[src/rtl/core/knob_smoother_deadband_top_assert.svh]
// Assertion macros shared by the knob smoother RTL.
// Both macros expect signals named clk and arst_n in the enclosing module.
`ifndef KNOB_SMOOTHER_DEADBAND_TOP_ASSERT_SVH
`define KNOB_SMOOTHER_DEADBAND_TOP_ASSERT_SVH

// The consequent must hold in the same cycle as the antecedent.
`define KDS_ASSERT_NOW(label, ante, cons, msg) \
	label: assert property (@(posedge clk) disable iff (!arst_n) (ante) |-> (cons)) \
		else $error(msg);

// The consequent must hold in the cycle after the antecedent.
`define KDS_ASSERT_NEXT(label, ante, cons, msg) \
	label: assert property (@(posedge clk) disable iff (!arst_n) (ante) |=> (cons)) \
		else $error(msg);

`endif

[src/rtl/core/kds_pkg.sv]
package kds_pkg;

	localparam int ADC_BITS_DEF      = 12;
	localparam int FRACTION_BITS_DEF = 8;
	localparam int LANES             = 3;

	localparam int ALPHA_W     = 17;
	localparam int DEADBAND_W  = 20;
	localparam int CFG_DATA_W  = 20;
	localparam int ALPHA_SHIFT = 16;

	localparam logic [ALPHA_W-1:0]    ALPHA_ONE      = 17'h10000;
	localparam logic [ALPHA_W-1:0]    ALPHA_RESET    = 17'd4096;
	localparam logic [DEADBAND_W-1:0] DEADBAND_RESET = 20'd2560;

	localparam int LANE_MIX   = 0;
	localparam int LANE_TONE  = 1;
	localparam int LANE_LEVEL = 2;

	typedef enum logic [0:0] {
		REG_ALPHA    = 1'b0,
		REG_DEADBAND = 1'b1
	} reg_index_t;

	// Pipeline control broadcast from the top level to every lane.
	typedef struct packed {
		logic accept;
		logic advance;
		logic primed;
		logic first_s1;
	} kds_ctrl_t;

endpackage

[src/rtl/core/kds_in_if.sv]
interface kds_in_if #(
	parameter int ADC_BITS = kds_pkg::ADC_BITS_DEF
);
	logic                valid;
	logic                ready;
	logic [ADC_BITS-1:0] raw_mix;
	logic [ADC_BITS-1:0] tone_raw;
	logic [ADC_BITS-1:0] raw_level;

	modport source (output valid, output raw_mix, output tone_raw, output raw_level,
		input ready);
	modport sink (input valid, input raw_mix, input tone_raw, input raw_level,
		output ready);
endinterface

[src/rtl/core/kds_out_if.sv]
interface kds_out_if #(
	parameter int VALUE_W = kds_pkg::ADC_BITS_DEF + kds_pkg::FRACTION_BITS_DEF
);
	logic               valid;
	logic               ready;
	logic               mix_commit;
	logic               tone_commit;
	logic               level_commit;
	logic [VALUE_W-1:0] mix_value;
	logic [VALUE_W-1:0] tone_value;
	logic [VALUE_W-1:0] level_value;
	logic               any_changed;

	modport source (output valid, output mix_commit, output tone_commit,
		output level_commit, output mix_value, output tone_value, output level_value,
		output any_changed, input ready);
	modport sink (input valid, input mix_commit, input tone_commit,
		input level_commit, input mix_value, input tone_value, input level_value,
		input any_changed, output ready);
endinterface

[src/rtl/core/kds_lane.sv]
// One knob channel: the smoothing recurrence in the first stage and the
// deadband commit decision in the second.
module kds_lane #(
	parameter int ADC_BITS      = kds_pkg::ADC_BITS_DEF,
	parameter int FRACTION_BITS = kds_pkg::FRACTION_BITS_DEF
) (
	input  logic                                 clk,
	input  logic                                 arst_n,
	input  kds_pkg::kds_ctrl_t                   ctrl,
	input  logic [kds_pkg::ALPHA_W-1:0]          alpha,
	input  logic [kds_pkg::DEADBAND_W-1:0]       deadband,
	input  logic [ADC_BITS-1:0]                  raw,
	output logic                                 commit,
	output logic [ADC_BITS+FRACTION_BITS-1:0]    committed
);
	localparam int VW    = ADC_BITS + FRACTION_BITS;
	localparam int DW    = VW + 1;
	localparam int PW    = DW + kds_pkg::ALPHA_W + 1;
	localparam int CMP_W = (VW > kds_pkg::DEADBAND_W) ? VW : kds_pkg::DEADBAND_W;

	logic [VW-1:0]        sample;
	logic [VW-1:0]        smoothed_q;
	logic [VW-1:0]        committed_q;
	logic [VW-1:0]        smoothed_next;
	logic signed [DW-1:0] delta;
	logic signed [PW-1:0] product;
	logic signed [PW-1:0] step;
	logic signed [PW-1:0] sum;
	logic [VW-1:0]        distance;

	assign sample = {raw, {FRACTION_BITS{1'b0}}};
	assign delta  = $signed({1'b0, sample}) - $signed({1'b0, smoothed_q});

	// The shift is arithmetic, so the scaled step is floored towards minus
	// infinity. The new value lies between the old one and the sample.
	assign product       = $signed({1'b0, alpha}) * delta;
	assign step          = product >>> kds_pkg::ALPHA_SHIFT;
	assign sum           = PW'($signed({1'b0, smoothed_q})) + step;
	assign smoothed_next = sum[VW-1:0];

	always_ff @(posedge clk or negedge arst_n) begin
		if (!arst_n) begin
			smoothed_q <= '0;
		end else if (ctrl.accept) begin
			smoothed_q <= ctrl.primed ? smoothed_next : sample;
		end
	end

	assign distance = (smoothed_q > committed_q) ? (smoothed_q - committed_q)
		: (committed_q - smoothed_q);
	assign commit   = ctrl.first_s1
		|| (CMP_W'(distance) > CMP_W'(deadband));

	always_ff @(posedge clk or negedge arst_n) begin
		if (!arst_n) begin
			committed_q <= '0;
		end else if (ctrl.advance && commit) begin
			committed_q <= smoothed_q;
		end
	end

	assign committed = committed_q;
endmodule

[src/rtl/core/kds_merge.sv]
// Gathers the lane decisions into the result register and owns the output
// handshake.
module kds_merge (
	input  logic                      clk,
	input  logic                      arst_n,
	input  logic                      valid_s1,
	input  logic [kds_pkg::LANES-1:0] commit,
	input  logic                      out_ready,
	output logic                      advance,
	output logic                      out_valid,
	output logic [kds_pkg::LANES-1:0] commit_s2,
	output logic                      any_s2
);
	logic out_valid_q;

	assign advance = valid_s1 && (!out_valid_q || out_ready);

	always_ff @(posedge clk or negedge arst_n) begin
		if (!arst_n) begin
			out_valid_q <= 1'b0;
		end else if (advance) begin
			out_valid_q <= 1'b1;
		end else if (out_ready) begin
			out_valid_q <= 1'b0;
		end
	end

	always_ff @(posedge clk) begin
		if (advance) begin
			commit_s2 <= commit;
			any_s2    <= |commit;
		end
	end

	assign out_valid = out_valid_q;
endmodule

[src/rtl/core/knob_smoother_deadband_top.sv]
// Knob smoother with deadband: each item carries one ADC sample for the mix,
// tone and level knobs, and gives exactly one result. The block accepts an
// item every clock cycle while the result is not stalled. The smoothing update
// is registered as the item is taken, and the deadband commit as the item
// advances into the result register, from which the result is presented;
// the rate is set by the per-lane smoothing recurrence, a single multiply
// and add per sample, because each sample builds on the previous
// smoothed value. Values are in ADC counts with FRACTION_BITS fraction bits.
// The first item after reset loads every smoothed value with its sample and
// commits all three knobs. Register 0 (smoothing_alpha) is the gain as a
// fraction of 65536 and saturates at 65536; register 1 (deadband) is the
// commit threshold. Write them only while the block holds no item.
module knob_smoother_deadband_top #(
	parameter int ADC_BITS      = kds_pkg::ADC_BITS_DEF,
	parameter int FRACTION_BITS = kds_pkg::FRACTION_BITS_DEF
) (
	input  logic                            clk,
	input  logic                            arst_n,
	kds_in_if.sink                          knobs,
	kds_out_if.source                       result,
	input  logic                            cfg_wr_en,
	input  kds_pkg::reg_index_t             cfg_index,
	input  logic [kds_pkg::CFG_DATA_W-1:0]  cfg_wdata
);
	localparam int VW = ADC_BITS + FRACTION_BITS;

	logic [kds_pkg::ALPHA_W-1:0]    alpha_q;
	logic [kds_pkg::ALPHA_W-1:0]    alpha_eff;
	logic [kds_pkg::DEADBAND_W-1:0] deadband_q;

	logic primed_q;
	logic valid_s1;
	logic first_s1;
	logic accept;
	logic advance;

	kds_pkg::kds_ctrl_t ctrl;

	logic [kds_pkg::LANES-1:0]          commit;
	logic [kds_pkg::LANES-1:0]          commit_s2;
	logic                               any_s2;
	logic [kds_pkg::LANES-1:0][ADC_BITS-1:0] raw;
	logic [kds_pkg::LANES-1:0][VW-1:0]  committed_value;

	// Configuration registers. Only the two listed indexes exist.
	always_ff @(posedge clk or negedge arst_n) begin
		if (!arst_n) begin
			alpha_q    <= kds_pkg::ALPHA_RESET;
			deadband_q <= kds_pkg::DEADBAND_RESET;
		end else if (cfg_wr_en) begin
			case (cfg_index)
				kds_pkg::REG_ALPHA: begin
					alpha_q <= cfg_wdata[kds_pkg::ALPHA_W-1:0];
				end
				kds_pkg::REG_DEADBAND: begin
					deadband_q <= cfg_wdata[kds_pkg::DEADBAND_W-1:0];
				end
				default: begin
				end
			endcase
		end
	end

	// Any gain with the top bit set is at or above unity, so it is held at unity.
	assign alpha_eff = alpha_q[kds_pkg::ALPHA_W-1] ? kds_pkg::ALPHA_ONE : alpha_q;

	// The first stage can take a new item whenever it is empty or its item is
	// moving into the result register in the same cycle.
	assign knobs.ready = !valid_s1 || advance;
	assign accept      = knobs.valid && knobs.ready;

	always_ff @(posedge clk or negedge arst_n) begin
		if (!arst_n) begin
			primed_q <= 1'b0;
			valid_s1 <= 1'b0;
			first_s1 <= 1'b0;
		end else begin
			if (accept) begin
				primed_q <= 1'b1;
				valid_s1 <= 1'b1;
				first_s1 <= !primed_q;
			end else if (advance) begin
				valid_s1 <= 1'b0;
			end
		end
	end

	assign ctrl.accept   = accept;
	assign ctrl.advance  = advance;
	assign ctrl.primed   = primed_q;
	assign ctrl.first_s1 = first_s1;

	assign raw[kds_pkg::LANE_MIX]   = knobs.raw_mix;
	assign raw[kds_pkg::LANE_TONE]  = knobs.tone_raw;
	assign raw[kds_pkg::LANE_LEVEL] = knobs.raw_level;

	// One lane per knob; they share the control and the configuration.
	for (genvar g = 0; g < kds_pkg::LANES; g++) begin : g_lane
		kds_lane #(
			.ADC_BITS      (ADC_BITS),
			.FRACTION_BITS (FRACTION_BITS)
		) u_lane (
			.clk       (clk),
			.arst_n    (arst_n),
			.ctrl      (ctrl),
			.alpha     (alpha_eff),
			.deadband  (deadband_q),
			.raw       (raw[g]),
			.commit    (commit[g]),
			.committed (committed_value[g])
		);
	end

	kds_merge u_merge (
		.clk       (clk),
		.arst_n    (arst_n),
		.valid_s1  (valid_s1),
		.commit    (commit),
		.out_ready (result.ready),
		.advance   (advance),
		.out_valid (result.valid),
		.commit_s2 (commit_s2),
		.any_s2    (any_s2)
	);

	// The committed values only change as an item enters the result register,
	// so they serve directly as the value fields of the result.
	assign result.mix_commit   = commit_s2[kds_pkg::LANE_MIX];
	assign result.tone_commit  = commit_s2[kds_pkg::LANE_TONE];
	assign result.level_commit = commit_s2[kds_pkg::LANE_LEVEL];
	assign result.mix_value    = committed_value[kds_pkg::LANE_MIX];
	assign result.tone_value   = committed_value[kds_pkg::LANE_TONE];
	assign result.level_value  = committed_value[kds_pkg::LANE_LEVEL];
	assign result.any_changed  = any_s2;

`include "knob_smoother_deadband_top_assert.svh"

	`KDS_ASSERT_NEXT(a_first_item_primes, accept && !primed_q,
		primed_q && valid_s1 && first_s1, "first item did not prime the block")
	`KDS_ASSERT_NOW(a_stall_only_when_full, !knobs.ready,
		valid_s1 && result.valid && !result.ready, "input stalled without a full pipe")
	`KDS_ASSERT_NEXT(a_committed_hold, result.valid && !result.ready,
		$stable(committed_value), "committed values moved under a stalled result")
endmodule
[src/flat_wrapper.sv]
// flat-port wrapper written by rule: the top's interface ports become plain ports
module knob_smoother_deadband_top_flat 
#(
	parameter int ADC_BITS      = kds_pkg::ADC_BITS_DEF,
	parameter int FRACTION_BITS = kds_pkg::FRACTION_BITS_DEF
)
  (clk, arst_n, cfg_wr_en, cfg_index, cfg_wdata, knobs_valid, knobs_raw_mix, knobs_tone_raw, knobs_raw_level, knobs_ready, result_valid, result_mix_commit, result_tone_commit, result_level_commit, result_mix_value, result_tone_value, result_level_value, result_any_changed, result_ready);
  kds_in_if #(.ADC_BITS(ADC_BITS)) knobs_i ();
  kds_out_if result_i ();
  input  logic clk;
  input  logic arst_n;
  input  logic cfg_wr_en;
  input  kds_pkg::reg_index_t cfg_index;
  input  logic [kds_pkg::CFG_DATA_W-1:0] cfg_wdata;
  input wire logic [$bits(knobs_i.valid)-1:0] knobs_valid;
  input wire logic [$bits(knobs_i.raw_mix)-1:0] knobs_raw_mix;
  input wire logic [$bits(knobs_i.tone_raw)-1:0] knobs_tone_raw;
  input wire logic [$bits(knobs_i.raw_level)-1:0] knobs_raw_level;
  output wire logic [$bits(knobs_i.ready)-1:0] knobs_ready;
  output wire logic [$bits(result_i.valid)-1:0] result_valid;
  output wire logic [$bits(result_i.mix_commit)-1:0] result_mix_commit;
  output wire logic [$bits(result_i.tone_commit)-1:0] result_tone_commit;
  output wire logic [$bits(result_i.level_commit)-1:0] result_level_commit;
  output wire logic [$bits(result_i.mix_value)-1:0] result_mix_value;
  output wire logic [$bits(result_i.tone_value)-1:0] result_tone_value;
  output wire logic [$bits(result_i.level_value)-1:0] result_level_value;
  output wire logic [$bits(result_i.any_changed)-1:0] result_any_changed;
  input wire logic [$bits(result_i.ready)-1:0] result_ready;
  assign knobs_i.valid = knobs_valid;
  assign knobs_i.raw_mix = knobs_raw_mix;
  assign knobs_i.tone_raw = knobs_tone_raw;
  assign knobs_i.raw_level = knobs_raw_level;
  assign knobs_ready = knobs_i.ready;
  assign result_valid = result_i.valid;
  assign result_mix_commit = result_i.mix_commit;
  assign result_tone_commit = result_i.tone_commit;
  assign result_level_commit = result_i.level_commit;
  assign result_mix_value = result_i.mix_value;
  assign result_tone_value = result_i.tone_value;
  assign result_level_value = result_i.level_value;
  assign result_any_changed = result_i.any_changed;
  assign result_i.ready = result_ready;
  knob_smoother_deadband_top #(.ADC_BITS(ADC_BITS), .FRACTION_BITS(FRACTION_BITS)) u_core (.clk(clk), .arst_n(arst_n), .knobs(knobs_i), .result(result_i), .cfg_wr_en(cfg_wr_en), .cfg_index(cfg_index), .cfg_wdata(cfg_wdata));
endmodule
[config.mk]
export PLATFORM = sky130hd
export DESIGN_NAME = knob_smoother_deadband_top_flat
export DESIGN_NICKNAME = d
export VERILOG_FILES = /design/src/rtl/core/kds_pkg.sv /design/src/rtl/core/kds_in_if.sv /design/src/rtl/core/kds_out_if.sv /design/src/rtl/core/kds_lane.sv /design/src/rtl/core/kds_merge.sv /design/src/rtl/core/knob_smoother_deadband_top.sv /design/src/flat_wrapper.sv
export VERILOG_INCLUDE_DIRS = /design/src /design/src/rtl/core
export SDC_FILE = /design/constraint.sdc
export NUM_CORES = 2
export LEC_CHECK = 0
export BUFFER_PORTS_ARGS = -buffer_cell sky130_fd_sc_hd__buf_2
export CORE_AREA = 2 2 370 372
export CTS_CLUSTER_DIAMETER = 80
export DETAILED_ROUTE_END_ITERATION = 6
export DIE_AREA = 0 0 372 374
export GPL_ROUTABILITY_DRIVEN = 0
export SLEW_MARGIN = 20
export SYNTH_ARGS = -nofsm -noshare
export SYNTH_HDL_FRONTEND = slang
export SYNTH_SLANG_ARGS = --single-unit
[constraint.sdc]
create_clock -name clk -period 12.14 [get_ports clk]
set_clock_uncertainty 0.1 [all_clocks]
set_input_delay 0 -clock clk [delete_from_list [all_inputs] [get_ports clk]]
set_output_delay 0 -clock clk [all_outputs]
set_load 0.05 [all_outputs]
==> After elaboration in Yosys (flattened, before gate mapping) <==
Cells that the tools add are included.
{ "totals": {"ff_bits": 165, "output_inout_bits": 66, "word_cells": 65} }
{ "op_classes": {"n_addsub": 12, "multipliers": 3, "order_cmp": 6, "mux": 11, "n_bitwise": 1, "n_reduce_logical": 18} }
{ "op_table": {"columns": ["operator", "count"], "rows": [
  ["$gt A20 B20 Y1", 6],
  ["$mux W20", 6],
  ["$sub A20 B20 Y20", 6],
  ["$mul A18 B21 Y36", 3],
  ["$sub A20 B20 Y21", 3],
  ["$add A20 B20 Y20", 3],
  ["$mux W17", 1],
  ["$logic_and A1 B1 Y1", 5],
  ["$logic_or A1 B1 Y1", 5],
  ["$mux W1", 4],
  ["$reduce_and A2 Y1", 2],
  ["$reduce_bool A2 Y1", 2],
  ["$logic_not A1 Y1", 3],
  ["$reduce_or A3 Y1", 1],
  ["$not A1 Y1", 1]
]} }

==> Longest topological paths before layout <==
{ "logic_depth": {"ltp_word": 6, "mapped_depth": 48, "mapped_depth_nobuf": 47} }

==> Cells and area by module <==
A second synthesis with hierarchy kept.
{ "unflattened": {"hier_cells": 6295, "area_unflattened_um2": 54975.2} }
{ "by_module_without_submodules": {"columns": ["module", "instances", "cells_per_inst", "area_per_inst_um2", "seq_area_each_um2"], "rows": [
  ["kds_lane (u_core.g_lane[0].u_lane)", 1, 2067, 17810.8, 1001.0],
  ["kds_lane (u_core.g_lane[1].u_lane)", 1, 2054, 17690.7, 1001.0],
  ["kds_lane (u_core.g_lane[2].u_lane)", 1, 2058, 17624.4, 1001.0],
  ["knob_smoother_deadband_top", 1, 107, 1679.1, 1004.7],
  ["kds_merge", 1, 9, 170.2, 145.1]
]} }

==> Worst setup path after synthesis <==
No wires, ideal clock.
{ "synth_timing": {"path_type": "reg2reg", "from": "reg u_core.g_lane[2].u_lane.smoothed_q[8]", "to": "reg u_core.g_lane[2].u_lane.smoothed_q[19]", "setup_time_ns": 0.092, "arrival_ns": 9.918, "t_required_ns": 11.948, "path_slack_ns": 2.030, "stages_incl_launch_ff": 47, "path_buffers": 1, "synth_period_minus_slack_ns": 10.110, "cell_sequence": "dfrtp_1 > inv_1 > ha_1 > nor3b_1 > nand3_1 > o211ai_2 > o41ai_4 > nor2b_1 > o21ai_0 > nand2b_1 > and2_1 > o21ai_0 > nand2b_1 > xnor2_1 > clkbuf_1 > nor2_1 > fa_1 > inv_1 > (+11 left out) > o21ai_1 > nor2_1 > nor2_1 > nor2b_1 > o21ai_0 > a21oi_1 > ha_1 > a21o_1 > a21oi_1 > or4b_1 > a31o_1 > a21o_1 > a31oi_4 > o21bai_2 > a21oi_2 > o21a_2 > nor3_1 > o31ai_2"} }
{ "synth_between": {"elab_chain_len": 4} }
{ "synth_lines": {"columns": ["element", "line", "rtl"], "rows": [
  ["start: declaration", "kds_lane.sv:22", "logic [VW-1:0] smoothed_q;"],
  ["start signal: assignment", "kds_lane.sv:45", "smoothed_q <= ctrl.primed ? smoothed_next : sample;"],
  ["$sub A20 B20 Y21", "kds_lane.sv:32", "assign delta = $signed({1'b0, sample}) - $signed({1'b0, smoothed_q});"],
  ["$mul A18 B21 Y36", "kds_lane.sv:36", "assign product = $signed({1'b0, alpha}) * delta;"],
  ["$add A20 B20 Y20 (*)", "kds_lane.sv:38", "assign sum = PW'($signed({1'b0, smoothed_q})) + step;"],
  ["$mux W20 (*)", "kds_lane.sv:45", null]
]} }
Every way passes the cells marked *; elsewhere a longest branch is shown, timed or not.
A chain may end at the register's enable or synchronous reset.

==> Worst setup path in the final report <==
{ "layout_timing": {"from": "reg u_core.g_lane[1].u_lane.smoothed_q[1]", "to": "reg u_core.g_lane[1].u_lane.smoothed_q[18]"} }
{ "layout_between": {"elab_chain_len": 4} }
{ "layout_lines": {"columns": ["element", "line"], "rows": [
  ["start: declaration", "kds_lane.sv:22"],
  ["start signal: assignment", "kds_lane.sv:45"],
  ["$sub A20 B20 Y21", "kds_lane.sv:32"],
  ["$mul A18 B21 Y36", "kds_lane.sv:36"],
  ["$add A20 B20 Y20 (*)", "kds_lane.sv:38"],
  ["$mux W20 (*)", "kds_lane.sv:45"]
]} }
Marks and branches as above.

==> metrics.cfg <==
[worst_hold_path]
worstHoldPathCells = 3
hold_path_class = input pin to flip-flop
min_from = cfg_wdata[17]
min_to = u_core.deadband_q[17]$_DFFE_PN0P_

[grt]
grt_usage_pct = 25.3
grt_pass1_wl_um = 268000
antenna_found_initial = 7
gr-total-overflow = 0
grt_max_degree = 65
grt_pass1_vias = 45100

[yosys]
synth_top_area_cell = fa_1
synthFlopType = dfrtp_1
ys_ff_latch = 165
yosysTopAreaCellShare_pct = 37.8
synth_cell_types = 95
synth.area.top_cells = fa_1 38%, ha_1 13%, inv_1 11%, dfrtp_1 7.4%, nand2_1 5.0%
synth-edff-count = 4
ys_seq_area_share_pct = 7.75
synth_warnings = 0
syn_inst = 6277
async_flop_share_pct = 97.6
synth_area_per_cell_um2 = 8.54
syn-num-nets = 7890
syn_area_um2 = 53600

[critical_path]
start_kind = flip-flop
cp_slowest_cell = a2111oi_0
regToRegSetupSlack_ps = 1120
cp.buffers_inverters = 5
reg2reg_from = u_core.g_lane[1].u_lane.smoothed_q[1]$_DFFE_PN0P_
arrival_ps = 11270
end_kind = flip-flop
worstPathMaxFanout = 9
critPathKind = flip-flop to flip-flop
r2r.worst_path.cells = 41
path_common_cell = fa_1
path_depth = 41
cp_top_family = adder cells
startpoint = u_core.g_lane[1].u_lane.smoothed_q[1]$_DFFE_PN0P_
reg2reg_to = u_core.g_lane[1].u_lane.smoothed_q[18]$_DFFE_PN0P_
required_ps = 12380
slowest_delay_ps = 690

[clock_network]
root_buffer = clkbuf_16
cts_inserted_buffers = 17
h-tree-depth = 4
clk_latency_ps = 510
path_clk_slew_ps = 80
clock_path_buffers = 2
cts_resized = 0
cts_sinks = 165
cts_tree = built

[routing]
via_per_inst = 5.24
first_iter_violations = 3040
wirelength_um = 171000
detail_route.first_pass.iterations = 6
vias = 43100
wl_per_cell_um = 20.8
antenna_left = 0
drc_errors = 0

[timing]
tightest_slew_ps = 1160
worst_hold_slack_ps = 184
grt_setup_unrepaired = false
slew_headroom_pct = 22.6
final_max_slew_viol_count = 0
period_minus_slack_ps = 11020
hold_viol = 0
setup_tns_ps = 0
setup_violations = 0
period_share_pct = 90.8
max_freq_mhz = 90.7

[layout]
fin_area_um2 = 58300
syn_to_final_growth_pct = 8.67
final_nets = 8026
fillers = 13400
layout-drive-gt1-share_pct = 6.91

[floorplanning]
start_util_pct = 39.7
io_pins = 128
rows = 135
dieArea_um2 = 139000
die_y_um = 374
die_w_um = 372
coreArea_um2 = 135000

[outcome]
status = completed

[placement]
io_buffer_count = 127
post-dp-hpwl_um = 141000
placed_cell_area_um2 = 57000

[run]
cap_violations = 0

-- per-stage QoR --
stage / instances / util [%] / worst slack (ps)
2_1_floorplan: 6277 / - / 2030
3_3_place_gp: 8107 / 42.2 / 1430
3_5_place_dp: 8107 / 42.2 / 1250
4_1_cts: 8206 / 43.1 / 1200
5_1_grt: 8208 / 43.2 / 450
6_report: 8210 / 43.2 / 1120
-- worst register-to-register path, delay by kind of cell (launching register included) --
kind / cells / cell delay [ps]
fa+ha+maj: 9 / 4070
compound gates: 15 / 4010
simple gates: 8 / 980
buf+inv: 5 / 600
xor+xnor: 3 / 550
flops: 1 / 460
mux: 1 / 130
-- timing repair --
item	CTS	global route
hold buffers	67	0
setup endpoints to repair	0	0
hold endpoints to repair	147	0
buffers inserted	0	0
-- registers in the layout, indices dropped and copies added (netlist names) --
register	flops
u_core.alpha_q	17
u_core.deadband_q	20
u_core.first_s1	1
u_core.g_lane.u_lane.committed	60
u_core.g_lane.u_lane.smoothed_q	60
u_core.primed_q	1
u_core.u_merge.any_s2	1
u_core.u_merge.commit_s2	3
u_core.u_merge.out_valid	1
u_core.valid_s1	1
-- cells in the mapped netlist, types with 23 or more instances --
| library cell | count |
|---|---|
| nor2_1 | 572 |
| o21a_1 | 26 |
| nand2_1 | 720 |
| ha_1 | 540 |
| xnor2_1 | 204 |
| mux2i_1 | 97 |
| clkbuf_1 | 191 |
| nor2b_1 | 54 |
| a21o_1 | 110 |
| nand4_1 | 37 |
| nand2b_1 | 26 |
| nand3_1 | 62 |
| dfrtp_1 | 158 |
| a21oi_1 | 179 |
| and2_1 | 71 |
| a31oi_1 | 23 |
| inv_1 | 1523 |
| nor3_1 | 52 |
| o21ai_0 | 160 |
| fa_1 | 1011 |
| mux2_2 | 50 |
| xor2_1 | 91 |
-- worst max path at each step --
stage,to,slack [ps]
final,u_core.g_lane[1].u_lane.smoothed_q[18]$_DFFE_PN0P_,1120
after global routing,u_core.g_lane[2].u_lane.smoothed_q[19]$_DFFE_PN0P_,450
after CTS,u_core.g_lane[2].u_lane.smoothed_q[19]$_DFFE_PN0P_,1200
after detailed placement,u_core.g_lane[2].u_lane.smoothed_q[19]$_DFFE_PN0P_,1250
after global placement,u_core.g_lane[2].u_lane.smoothed_q[19]$_DFFE_PN0P_,1430
after floorplan,u_core.g_lane[2].u_lane.smoothed_q[19]$_DFFE_PN0P_,2030
-- layer usage --
| metal | up-vias | global-route usage (%) | wire (um) |
|---|---|---|---|
| met5 | - | 0 | 11 |
| met4 | 2 | 11.1 | 8720 |
| met3 | 298 | 3.88 | 12800 |
| met2 | 1606 | 40.1 | 78200 |
| met1 | 21800 | 34.0 | 71100 |
| li1 | 19300 | - | - |
-- cell families after synthesis --
logic type | Yosys count | share of synthesized area, %
buffers and inverters | 1746 | 12.3
flip-flops | 165 | 7.75
AND/OR/NAND/NOR | 1684 | 13.5
AO/OA/AOI/OAI | 687 | 8.34
XOR/XNOR | 297 | 4.88
adder cells (fa/ha/maj) | 1551 | 50.4
multiplexers | 147 | 2.86
-- layout make-up --
type / instances / area (um^2) / share of cell area [%]
diodes: 3 / 7.51 / 0.0129
well taps: 1781 / 2230 / 3.82
flip-flops and latches: 165 / 4160 / 7.14
clock buffers: 18 / 429 / 0.737
multi-input cells: 4366 / 43100 / 74.0
repair buffers: 340 / 2480 / 4.26
clock inverters: 14 / 149 / 0.256
inverters: 1523 / 5720 / 9.81
-- layout by cell type (no fill, tap or decap), types with 50 or more instances in the layout --
cell           synthesis  routed
nor3_1                52      52
xor2_1                91      90
o21ai_0              160     160
a21oi_1              179     177
mux2i_1               97      97
buf_2                 19     126
nor2_1               572     570
nand3_1               62      62
dlygate4sd3_1          0      67
fa_1                1011    1011
ha_1                 540     540
nand2_1              720     715
xnor2_1              204     194
mux2_2                50      50
buf_4                  2     141
a21o_1               110     110
and2_1                71      70
dfrtp_1              158     156
inv_1               1523    1522
Power is not shown: default switching activity piles up to over one toggle a cycle in this logic, so the estimate is an artifact.
